<file path="src/design/sact_pkg.sv">
// Shared types and constants for the set-associative cache tag model.
`default_nettype none
package sact_pkg;

	localparam int MAX_SETS_DEF = 1024;
	localparam int MAX_WAYS_DEF = 32;
	localparam int ADDR_W       = 32;
	localparam int CNT_W        = 32;
	localparam int RANK_W       = 5;
	localparam logic [RANK_W-1:0] RANK_MAX = 5'd31;
	localparam int META_W       = RANK_W + 2;
	localparam logic [15:0] LFSR_SEED = 16'h0001;

	localparam int CFG_IDX_W  = 2;
	localparam int CFG_DATA_W = 4;

	typedef enum logic [CFG_IDX_W-1:0] {
		CFG_POLICY  = 2'd0,
		CFG_OFFSET  = 2'd1,
		CFG_INDEX   = 2'd2,
		CFG_WAYS    = 2'd3
	} cfg_idx_t;

	localparam logic [1:0] POL_RANDOM = 2'd0;
	localparam logic [1:0] POL_LRU    = 2'd1;
	localparam logic [1:0] POL_PLRU   = 2'd2;

	localparam logic [1:0] POLICY_RST = POL_LRU;
	localparam logic [3:0] OFFSET_RST = 4'd6;
	localparam logic [3:0] INDEX_RST  = 4'd6;
	localparam logic [2:0] WAYS_RST   = 3'd2;

	typedef struct packed {
		logic              mode;
		logic [ADDR_W-1:0] address;
	} item_t;

	typedef struct packed {
		logic             hit;
		logic             evicted_dirty;
		logic [CNT_W-1:0] total_accesses;
		logic [CNT_W-1:0] read_accesses;
		logic [CNT_W-1:0] write_accesses;
		logic [CNT_W-1:0] total_misses;
		logic [CNT_W-1:0] read_misses;
		logic [CNT_W-1:0] write_misses;
		logic [CNT_W-1:0] dirty_evictions;
	} result_t;

	typedef struct packed {
		logic clear;
		logic capture;
		logic compare;
		logic update;
	} dp_cmd_t;

	typedef struct packed {
		logic clr_last;
	} dp_stat_t;

endpackage
`default_nettype wire

</file>
<file path="src/design/sact_ctrl.sv">
// Sequencer: reset clearing sweep, then read / compare / update per access.
`default_nettype none
module sact_ctrl (
	input  wire logic               clk,
	input  wire logic               arst_n,
	input  wire logic               start,
	input  wire sact_pkg::dp_stat_t stat,
	output sact_pkg::dp_cmd_t       cmd,
	output logic                    busy,
	output logic                    done
);
	typedef enum logic [4:0] {
		S_CLR  = 5'b00001,
		S_IDLE = 5'b00010,
		S_RD   = 5'b00100,
		S_CMP  = 5'b01000,
		S_UPD  = 5'b10000
	} state_t;

	state_t state_q, state_d;
	logic   done_q;

	always_comb begin
		state_d = state_q;
		unique case (state_q)
			S_CLR:  if (stat.clr_last) state_d = S_IDLE;
			S_IDLE: if (start) state_d = S_RD;
			S_RD:   state_d = S_CMP;
			S_CMP:  state_d = S_UPD;
			S_UPD:  state_d = S_IDLE;
			default: state_d = S_CLR;
		endcase
	end

	always_ff @(posedge clk or negedge arst_n) begin
		if (!arst_n) begin
			state_q <= S_CLR;
			done_q  <= 1'b0;
		end else begin
			state_q <= state_d;
			done_q  <= (state_q == S_UPD);
		end
	end

	assign busy        = (state_q != S_IDLE);
	assign done        = done_q;
	assign cmd.clear   = (state_q == S_CLR);
	assign cmd.capture = (state_q == S_IDLE) && start;
	assign cmd.compare = (state_q == S_CMP);
	assign cmd.update  = (state_q == S_UPD);

`ifndef SYNTHESIS
	a_done_after_upd: assert property (@(posedge clk) disable iff (!arst_n)
		done |-> $past(state_q == S_UPD))
		else $error("result strobe without update step");
	a_accept_reads: assert property (@(posedge clk) disable iff (!arst_n)
		(start && !busy) |=> (state_q == S_RD))
		else $error("accepted access did not start a read");
	a_upd_follows_cmp: assert property (@(posedge clk) disable iff (!arst_n)
		(state_q == S_UPD) |-> $past(state_q == S_CMP))
		else $error("update without compare");
	a_no_accept_in_clear: assert property (@(posedge clk) disable iff (!arst_n)
		cmd.clear |-> !cmd.capture)
		else $error("access taken during clearing sweep");
`endif
endmodule
`default_nettype wire

</file>
<file path="config.mk">
export PLATFORM = sky130hd
export DESIGN_NAME = sact_ctrl
export DESIGN_NICKNAME = d
export VERILOG_FILES = /design/src/design/sact_pkg.sv /design/src/design/sact_ctrl.sv
export SDC_FILE = /design/constraint.sdc
export NUM_CORES = 1
export LEC_CHECK = 0
export ABC_AREA = 1
export ABC_CLOCK_PERIOD_IN_PS = 1300
export BUFFER_PORTS_ARGS = -buffer_cell sky130_fd_sc_hd__buf_2
export CAP_MARGIN = 10
export CORE_AREA = 2 2 39 41
export DETAILED_ROUTE_END_ITERATION = 8
export DIE_AREA = 0 0 41 43
export HOLD_SLACK_MARGIN = 0.03
export PLACE_DENSITY = 0.53
export SKIP_LAST_GASP = 1
export SYNTH_ARGS = -nofsm -noshare
export SYNTH_HDL_FRONTEND = slang
export SYNTH_SLANG_ARGS = --single-unit
</file>
<file path="constraint.sdc">
create_clock -name clk -period 1.3 [get_ports clk]
set_clock_uncertainty 0.05 [all_clocks]
set_input_delay 0.26 -clock clk [delete_from_list [all_inputs] [get_ports clk]]
set_output_delay 0.26 -clock clk [all_outputs]
set_load 0.05 [all_outputs]
</file>
# Word-level counts from Yosys, hierarchy flattened
# Cells that the tools add are included.
op_classes:
  n_eq_ne: 8
  mux: 3
  n_reduce_logical: 2
op_table:
  columns: ["op", "n"]
  rows:
  - ["one-hot mux 5 bit (5 select lines)", 1]
  - ["2-to-1 mux 5 bit", 2]
  - ["== test 5 x 1 -> 1 bit, second input constant", 1]
  - ["== test 5 x 2 -> 1 bit, second input constant", 1]
  - ["== test 5 x 3 -> 1 bit, second input constant", 1]
  - ["== test 5 x 4 -> 1 bit, second input constant", 1]
  - ["== test 5 bit, second input constant", 1]
  - ["!= test 5 x 2 -> 1 bit, second input constant", 1]
  - ["!= test 2 bit, second input constant", 2]
  - ["AND reduction 2 bit", 1]
  - ["logical AND 1 bit", 1]
totals:
  regBits: 6
  inputBits: 4
  output_inout_bits: 6
  wordCells: 15

# Depth between registers and ports, before layout
# Gate-level depths: netlist (run 1).
logic_depth:
  ltp_word: 3
  depth_mapped: 7
  ltp_nobuf: 7

# Worst setup path before layout (run 1)
# No wires, ideal clock.
synth_timing:
  path_type: "register to output"
  from: "register state_q[3]"
  to: "output port cmd[1] (netlist bit)"
  arrival_ns: 1.982
  path_slack_ns: -0.992
  path_stages_with_launch: 3
  cell_sequence: "dfrtp_1 inv_1 nor4_1"
synth_lines:
  columns: ["item", "line", "text"]
  rows:
  - ["start: declaration", "sact_ctrl.sv:20", "state_t state_q, state_d;"]
  - ["start signal: assignment", "sact_ctrl.sv:40", "state_q <= state_d;"]
  - ["end: declaration", "sact_ctrl.sv:8", "output sact_pkg::dp_cmd_t cmd,"]

==> results.env, run 1 <==
FINAL_CRITICAL_PATH_SETUP_SLACK_NS=-0.273
FINAL_CELLS=85
NUMPORTBUFFERS=9
DETAIL_ROUTE.FIRST_PASS.ITERATIONS=2
FINAL_CORE_DENSITY_PCT=45.9
AREA_OF_THE_CORE_REGION_MM2=0.00138
GRT_UTIL_ALL_LAYERS_PCT=11.8
FILLERINSTANCES=147
POWER_DENSITY_mW_PER_MM2=2140
FINISH.NET_COUNT=74
GLOBALROUTE.TOTALOVERFLOW=0
WORST_PATH_MAX_DELAY_CELL='dfstp_2'
NUMBER_OF_DIFFERENT_LIBRARY_CELLS_IN_THE_POST_SYNTHESIS_NETLIST=12
WORST_SETUP_PATH_START_KIND='register'
HOLD_VIOL_FINAL=0
IO_PINS=10
VIAS_PER_CELL=4.26
CTS-BUFFERS-INSERTED=3
PRE_CTS_SETUP_SLACK_NS=-0.170
WORST-SETUP-PATH-TYPE='reg2out'
MAX-CLOCK-PATH-BUFFERS=2
MAXSLEWVIOLCOUNT=0
YOSYSTOPAREACELLSHARE_PCT=40.5
SEQUENTIAL_ELEMENT_SHARE_OF_THE_SYNTHESIZED_AREA_PCT=49.0
DIEWIDTH_UM=41
POST-DP-HPWL_UM=613
MULTIINPUTGATEAREA_UM2=204
MAX_SLEW.WORST_PIN.SLEW_NS=0.230
DETAIL-ROUTE-ANTENNA-NETS=0
LAYOUT.CELL_AREA.NON_FILLER_UM2=636
CP_CELL_SEQUENCE='inv_1 > nor2_2 > nand3_2 > clkinvlp_4 > buf_8'
CRITICAL_PATH_CELL_COUNT=5
YOSYS-TOP-CELLS-AREA='dfrtp_1 40%, nor2_1 11%, inv_1 9.7%, dfstp_2 8.5%, nand2_1 8.5%'
SHARE_OF_POST_ROUTE_CELLS_WITH_DRIVE_STRENGTH_ABOVE_1_PCT=63.8
FLOORPLAN.DIE_AREA_MM2=0.00176
DIE_HEIGHT_UM=43
SLOWEST_DELAY_NS=0.52
SYNTH-MAIN-FF-CELL='dfrtp_1'
MIN-DELAY-PATH-CLASS='in2reg'
GRT_PASS1_WL_MM=1.35
NUM_VIAS=362
GRT_ANTENNA_BEFORE_REPAIR=0
WORSTSKEWPAIRLATENCY_NS=0.24
SYNTHDOMINANTAREACELLTYPE='dfrtp_1'
WL_UM=794
POST-ROUTE-PERIOD-UTIL_PCT=121
SYNTH-EDFF-COUNT=0
ANTENNADIODECOUNT=0
PERIOD_NEEDED_NS=1.57
SETUP_VIOL_COUNT_FINAL=7
SYN-INSTANCE-COUNT=41
STATUS='complete, but fails checks'
YOSYSMOSTFREQUENTCELL='nor2_1'
RSZ0062_AT_GRT='yes'
SYNTH_COMMON_CELLS='9 x nor2_1, 8 x inv_1, 7 x nand2_1'
AREA.SEQUENTIAL_UM2=153
GLOBALPLACE.CONGESTION=0.796
PLACE.DETAILED.INSTANCES=75
INITIALDRTVIOLATIONCOUNT=4
MAX_H_TREE_LEVEL=1
CRITICAL_PATH.TOP_DELAY_FAMILY='flip-flops'
NUM_ROWS=14
CP-END-KIND='output pin'
INITIAL_CORE_UTIL_PCT=22.3
MAX_FREQ_GHz=0.636
DETAIL_ROUTE.WL_PER_CELL_UM=9.34
DETAILED_PLACE.AREA_UM2=492
MAX-VDD-IR-DROP_mV=0.808
FIN_SETUP_TNS_NS=-1.36
CP_BUF_INV_COUNT=3
MAX_CAP_VIOL_COUNT=0
CTS_TREE='built'
POST-LAYOUT-TOTAL-POWER_mW=1.36
SYNTH.CELL_AREA_UM2=309
MIN_PATH_CELLS=4
POST-ROUTE-DRC-COUNT=0
CELLLEAKAGEPOWER_nW=0.301
WORSTPATHMAXFANOUT=2
YS_WARN_COUNT=0
ASYNC_FLOP_SHARE_PCT=100
MAX_SLEW_HEADROOM_AT_THE_WORST_PIN_PCT=84.5
TRITONCTS_NUM_SINKS=6
SYN_TO_FINAL_GROWTH_PCT=106
SYN_AVG_CELL_AREA_UM2=7.54
GRT_MAX_DEGREE=7
YS_SEQ_ELEMENTS=6
ARRIVAL_TIME_AT_THE_WORST_ENDPOINT_NS=1.26
PATH_CLK_SLEW_NS=0.04
RR_WORST_DEPTH=8
REG2REG_SLACK_NS=-0.07
HOLDWS_NS=0.203
SYN_NETS=45
CRITICAL_PATH_REQUIRED_NS=0.99
VIA_COUNT_OF_THE_FIRST_GLOBAL_ROUTING_PASS=332
FAILED_CHECKS='setup timing'
CTS-ROOT-BUF='clkbuf_4'
## sequential cells by signal, summed over array words and instances, names as in the netlist
| name | flops |
|---|---|
| state_q | 5 |
| done | 1 |
## where the power goes
group | total (mW) | switching (mW) | leakage [nW] | internal [mW]
Sequential | 0.275 | 0.0353 | 0.0770 | 0.240
Combinational | 0.904 | 0.482 | 0.209 | 0.422
Clock | 0.182 | 0.0661 | 0.0150 | 0.116
## placed cells by master (no fill, tap or decap)
cell type      synthesis  layout
clkbuf_4               0       3
nand4_1                1       1
nor2_1                 9       5
buf_2                  0       4
buf_4                  0      15
nor2_4                 1       4
nand2_4                0       1
dfstp_2                1       1
nor4_4                 0       1
nor4_1                 3       2
dfrtp_1                5       4
dlygate4sd3_1          0       1
nand3_2                0       1
inv_1                  8       6
dfrtp_2                0       1
o21ai_1                0       1
nand3_4                0       1
nand3_1                3       1
clkbuf_1               0       1
nand2_1                7       3
a21oi_2                0       1
clkinvlp_4             0       1
inv_2                  0       1
buf_8                  0       3
buf_6                  0       1
nor2_2                 1       2
nand2_2                0       3
## worst register-to-register path, stage by stage, from the launching register on
cell and delay, ns:
dfrtp_1 0.42, nor2_4 0.22, nand2_2 0.10, buf_4 0.14, buf_4 0.12, nand2_2 0.05, nand2_2 0.06, nand3_1 0.08
nand2_1 0.05
## layer usage
layer	global-route usage (%)	share of wire, %
met1	14.8	44
met4	4.00	1.5
met5	0	0
met2	15.9	49
met3	7.85	5.0
## area by class of cell
type	count	share of cell area [%]
Clock buffer	4	4.13
Inverter	8	5.31
Multi-Input combinational cell	27	32.1
Sequential cell	6	24.0
Tap cell	16	3.15
Timing Repair Buffer	24	31.3
## what timing repair did
item	CTS	global route
hold buffers	1	0
setup buffers	1	4
setup endpoints to repair	7	7
pin swaps	4	5
hold endpoints to repair	6	0
gates resized for setup	15	7
## cell families after synthesis
group / synth area share, %
simple gates: 38.1
buf+inv: 9.72
flops: 49.0
compound gates: 3.24
## final timing paths
path                            startpoint    endpoint
worst max-delay path            state_q[0]      cmd[3]
worst min-delay path                  stat  state_q[0]
worst max register to register  state_q[3]  state_q[0]
worst min register to register  state_q[3]  state_q[3]
max in group asynchronous           arst_n  state_q[0]
min in group asynchronous           arst_n  state_q[4]
Power figures use the tool's default switching activity.
==> run 2, diff against run 1 <==
- CTS_BUF_LIST: not set -> sky130_fd_sc_hd__clkbuf_4 sky130_fd_sc_hd__clkbuf_8 sky130_fd_sc_hd__clkbuf_16
==> run 2 against run 1 <==
The flow still finishes with violations (setup timing). Via count is 1.4% lower. Sequential cell count did not move. Critical path depth stayed put. Global-route usage increased by 0.11 points. Final area fell by 2.0%. Power down 3.1%. Die area is the same. Sequential power is essentially flat. Routed wire length is 1.4% lower. Critical path type unchanged.
==> results.env, run 2 (synthesis gave the netlist of run 1 again) <==
DIEWIDTH_UM=41
CELL_INTERNAL_PWR_mW=0.755
ANTENNADIODECOUNT=0
NUMPORTBUFFERS=9
CTS-ROOT-BUF='clkbuf_4'
DETAIL_ROUTE.WL_PER_CELL_UM=9.32
GRT_PASS1_WL_MM=1.37
MOST_COMMON_CELL_AFTER_LAYOUT_FILL_AND_TAPS_ASIDE='buf_4'
POWER_DENSITY_mW_PER_MM2=2120
FAILED_CHECKS='setup timing'
CP-END-KIND='output pin'
VIAS_PER_CELL=4.25
CLOCK_POWER_SHARE_PCT=15.4
SHARE_OF_POST_ROUTE_CELLS_WITH_DRIVE_STRENGTH_ABOVE_1_PCT=64.7
GRT_MAX_DEGREE=7
CTS-BUFFERS-INSERTED=3
WORST_SETUP_PATH_START_KIND='register'
DIE_HEIGHT_UM=43
FLOORPLAN.DIE_AREA_MM2=0.00176
LAUNCH_POINT_OF_THE_WORST_PATH='state_q[0]'
MAX_CAP_VIOL_COUNT=0
MIN-DELAY-PATH-CLASS='in2reg'
GLOBALPLACE.CONGESTION=0.796
WORSTPATHMAXFANOUT=2
MAXSLEWVIOLCOUNT=0
GRT_ANTENNA_BEFORE_REPAIR=0
FINISH.NET_COUNT=73
DETAIL_ROUTE.FIRST_PASS.ITERATIONS=2
MAX-CLOCK-PATH-BUFFERS=2
WORST-SETUP-PATH-TYPE='reg2out'
PATH_CLK_SLEW_NS=0.04
INITIALDRTVIOLATIONCOUNT=2
INITIAL_CORE_UTIL_PCT=22.3
CRIT-REG2REG-LAUNCH='state_q[3]'
SETUP_VIOL_COUNT_FINAL=7
FINAL_CRITICAL_PATH_SETUP_SLACK_NS=-0.269
WORSTSKEWPAIRLATENCY_NS=0.24
GLOBALROUTE.TOTALOVERFLOW=0
SYN_TO_FINAL_GROWTH_PCT=102
REGMOSTFLOPS='state_q'
POST-LAYOUT-TOTAL-POWER_mW=1.32
NUM_VIAS=357
NUMBER_OF_FLIP_FLOPS_UNDER_THE_LARGEST_REGISTER_NAME=5
CRITICAL_PATH_REQUIRED_NS=0.99
TRITONCTS_NUM_SINKS=6
HOLD_VIOL_FINAL=0
AREA_OF_THE_CORE_REGION_MM2=0.00138
GRT_UTIL_ALL_LAYERS_PCT=11.9
VIA_COUNT_OF_THE_FIRST_GLOBAL_ROUTING_PASS=342
MAX_SLEW.WORST_PIN.SLEW_NS=0.238
LAYOUT_COMMON_CELLS='14 x buf_4, 6 x inv_1, 5 x nor2_1'
DETAIL-ROUTE-ANTENNA-NETS=0
FIN_SETUP_TNS_NS=-1.34
POST-ROUTE-PERIOD-UTIL_PCT=121
POST-ROUTE-DRC-COUNT=0
SEQ_POWER_SHARE_PCT=20.9
IO_PINS=10
CTS_TREE='built'
SW_FRAC_OF_TOTAL_PCT=42.8
MAX_H_TREE_LEVEL=1
WL_UM=783
MAX_FREQ_GHz=0.637
MAX_SLEW_HEADROOM_AT_THE_WORST_PIN_PCT=84.0
ARRIVAL_TIME_AT_THE_WORST_ENDPOINT_NS=1.26
CELLLEAKAGEPOWER_nW=0.298
STATUS='complete, but fails checks'
POST-DP-HPWL_UM=613
LAUNCH_POINT_OF_THE_WORST_HOLD_PATH='stat'
NUM_ROWS=14
MAX-VDD-IR-DROP_mV=0.916
LOGIC_GATE_SHARE_OF_TOTAL_POWER_PCT=63.7
RSZ0062_AT_GRT='yes'
PERIOD_NEEDED_NS=1.57
POWER.SWITCHING_mW=0.565
## run 2: worst paths after layout
check                      slack (ns)         end  cells after the start
max                             -0.27      cmd[3]                      5
min in group asynchronous        0.32  state_q[4]                      2
min reg2reg                      0.49  state_q[3]                      1
max in group asynchronous        0.65  state_q[0]                      2
max reg2reg                     -0.07  state_q[0]                      8
min                              0.19  state_q[0]                      4
## run 2: metal layers
layer  track usage (%)  part of all wire [%]
met1              14.5                    42
met2              16.6                    51
met3              7.85                   5.1
met4              4.00                   1.5
met5                 0                     0
## run 2: timing repair
| action | in CTS | in global routing |
|---|---|---|
| buffers inserted | 1 | 3 |
| resized for setup | 15 | 5 |
| endpoints found under the hold margin | 6 | 0 |
| endpoints found under the setup margin | 7 | 7 |
| hold buffers | 1 | 0 |
| pin swaps | 4 | 5 |
## run 2: final cells by class
class	instances	area [um2]
multi-input combinational	27	199
timing repair buffer	23	188
tap	16	20.0
fill	146	761
inverter	8	33.8
sequential	6	153
clock buffer	4	30.0
## run 2: stage by stage
stage	worst slack [ns]	hold slack, ns	util [%]	std cells	instance area [um2]
5_1_grt	-0.340	0.204	45.0	84	623
3_3_place_gp	-0.143	0.0409	35.5	75	492
2_1_floorplan	-0.151	-0.0856	-	41	359
6_report	-0.269	0.190	45.0	84	623
4_1_cts	-0.287	0.181	42.2	81	584
3_5_place_dp	-0.170	0.0460	35.5	75	492
## run 2: power by group through the flow
stage                     registers [mW]  logic (mW)  clock network [mW]
after floorplan                    0.279       0.414                   0
after global placement             0.275       0.645                   0
after detailed placement           0.275       0.651                   0
after CTS                          0.275       0.775               0.212
after global routing               0.281       0.911               0.234
final                              0.275       0.841               0.204
## run 2: worst max-delay path, cell delays in order, from the launching register on
cell and delay [ns]:
dfstp_2 0.52, inv_1 0.05, nor2_2 0.11, nand3_2 0.11
clkinvlp_4 0.08, buf_6 0.14
==> run 3, diff against run 2 <==
- ABC_CLOCK_PERIOD_IN_PS: 1300 -> 1400
- PLACE_DENSITY: 0.53 -> 0.54
- REMOVE_ABC_BUFFERS: not set -> 1
- clock period: 1.3 -> 1.4 ns (I/O delays scaled with it)
==> run 3 against run 2 <==
The flow still finishes with violations (setup timing). Largest power group unchanged. Global-route usage down 1.9 points. Final cell count shrank 1.2%. Die area unchanged. Via count decreased by 2.5%. Non-clock buffer count decreased by 1. Combinational power is 16% lower. Worst setup slack improved by 0.075 ns. Count of clock-buffer cells in the layout is the same. First-iteration DRC count increased by 100%. Critical path depth decreased by 2.
==> results.env, run 3 (synthesis gave the netlist of run 1 again) <==
WORSTPATHMAXFANOUT=2
M2_GR_USAGE_PCT=14.4
DIEWIDTH_UM=41
STATUS='complete, but fails checks'
MIN-DELAY-PATH-CLASS='in2reg'
LAYOUT_COMMON_CELLS='12 x buf_4, 5 x inv_1, 5 x nor2_1, 5 x nand2_1, 5 x dfrtp_1'
SETUP_VIOL_COUNT_FINAL=5
MULTIINPUTGATEAREA_UM2=185
NUM_VIAS=348
FAILED_CHECKS='setup timing'
FINISH.NET_COUNT=72
GRT_MAX_DEGREE=7
POST-DP-HPWL_UM=531
MAX-CLOCK-PATH-BUFFERS=2
CP-END-KIND='output pin'
MAX_H_TREE_LEVEL=1
NUMBER_OF_FLIP_FLOPS_UNDER_THE_LARGEST_REGISTER_NAME=5
WORSTSKEWPAIRLATENCY_NS=0.25
MAX_SLEW_HEADROOM_AT_THE_WORST_PIN_PCT=84.2
HOLD_VIOL_FINAL=0
NUMPORTBUFFERS=9
WORST_SETUP_PATH_START_KIND='register'
POST-ROUTE-PERIOD-UTIL_PCT=114
MOST_COMMON_CELL_AFTER_LAYOUT_FILL_AND_TAPS_ASIDE='buf_4'
WL_UM=800
PERIOD_NEEDED_NS=1.59
VIA_COUNT_OF_THE_FIRST_GLOBAL_ROUTING_PASS=307
AREA_OF_THE_CORE_REGION_MM2=0.00138
POST-ROUTE-DRC-COUNT=0
CELLLEAKAGEPOWER_nW=0.302
CTS-BUFFERS-INSERTED=3
DETAIL_ROUTE.WL_PER_CELL_UM=9.64
GRT_UTIL_ALL_LAYERS_PCT=10.0
POWER_DENSITY_mW_PER_MM2=1920
SHARE_OF_POST_ROUTE_CELLS_WITH_DRIVE_STRENGTH_ABOVE_1_PCT=59.7
FILLERINSTANCES=142
IO_PINS=10
GLOBALPLACE.CONGESTION=0.776
MAX-VDD-IR-DROP_mV=0.976
CRITICAL_PATH_REQUIRED_NS=1.07
FINAL_CORE_DENSITY_PCT=43.7
INITIALDRTVIOLATIONCOUNT=4
ARRIVAL_TIME_AT_THE_WORST_ENDPOINT_NS=1.26
TRITONCTS_NUM_SINKS=6
MAX_CAP_VIOL_COUNT=0
USE_MET1_PCT=11.5
DETAIL-ROUTE-ANTENNA-NETS=0
GRT_ANTENNA_BEFORE_REPAIR=0
DETAIL_ROUTE.FIRST_PASS.ITERATIONS=2
WORST-SETUP-PATH-TYPE='reg2out'
SYN_TO_FINAL_GROWTH_PCT=95.5
GRT-BUSIEST-LAYER='met2'
PATH_CLK_SLEW_NS=0.05
MAXSLEWVIOLCOUNT=0
FINAL_CRITICAL_PATH_SETUP_SLACK_NS=-0.194
MAX_SLEW.WORST_PIN.SLEW_NS=0.235
GRTUSAGEMET3_PCT=6.28
AREA.SEQUENTIAL_UM2=151
INITIAL_CORE_UTIL_PCT=22.3
MAX_FREQ_GHz=0.627
GLOBALROUTE.TOTALOVERFLOW=0
NUM_ROWS=14
ANTENNADIODECOUNT=0
CTS-ROOT-BUF='clkbuf_4'
CTS_TREE='built'
VIAS_PER_CELL=4.19
REGMOSTFLOPS='state_q'
FLOORPLAN.DIE_AREA_MM2=0.00176
PRE_CTS_SETUP_SLACK_NS=-0.0356
DIE_HEIGHT_UM=43
GRT_PASS1_WL_MM=1.15
RSZ0062_AT_GRT='yes'
==> run 3: routing by layer <==
metal	vias to the layer above	share of wire, %
li1	182	-
met1	158	40
met2	8	54
met3	0	5.9
met4	0	0
met5	-	0
==> run 3: final timing paths <==
check / startpoint / end / slack, ns / cells past startpoint
max in group asynchronous: arst_n / state_q[0] / 0.74 / 2
worst max-delay path: state_q[2] / cmd[1] / -0.19 / 3
min in group asynchronous: arst_n / state_q[4] / 0.33 / 2
worst max register to register: state_q[3] / state_q[0] / 0.12 / 7
worst min register to register: state_q[3] / done / 0.60 / 3
worst min-delay path: stat / state_q[0] / 0.20 / 4
==> run 3: layout make-up <==
type / count / area share (%)
Tap cell: 16 / 3.31
Multi-Input combinational cell: 27 / 30.6
Inverter: 8 / 4.97
Timing Repair Buffer: 22 / 31.1
Sequential cell: 6 / 25.1
Clock buffer: 4 / 4.97
==> run 3: power by group <==
group | total (mW) | switching, mW | internal, mW
registers | 0.254 | 0.0318 | 0.223
logic | 0.709 | 0.407 | 0.303
clock network | 0.198 | 0.0702 | 0.128
total | 1.16 | 0.508 | 0.653
==> run 3: what timing repair did <==
action | in CTS | in global routing
hold buffers | 1 | 0
pin swaps | 2 | 4
setup endpoints to repair | 5 | 5
setup buffers | 2 | 4
endpoints found under the hold margin | 6 | 0
resized for setup | 12 | 18
==> run 3: worst max-delay path, cell delays in order (launching register included) <==
cell,delay (ns)
dfrtp_1,0.41
buf_4,0.16
nor4_4,0.25
buf_6,0.19
==> run 3: per-stage QoR <==
step                power, mW  area, um2  setup TNS [ns]  hold slack (ns)  cells
floorplan               0.574        309           -2.19          -0.0656     41
global placement        0.715        419         -0.0463           0.0641     72
detailed placement      0.718        419         -0.0633           0.0640     72
CTS                      1.00        512          -0.902            0.190     79
global route             1.24        604           -1.08            0.218     83
finish                   1.16        604          -0.822            0.198     83
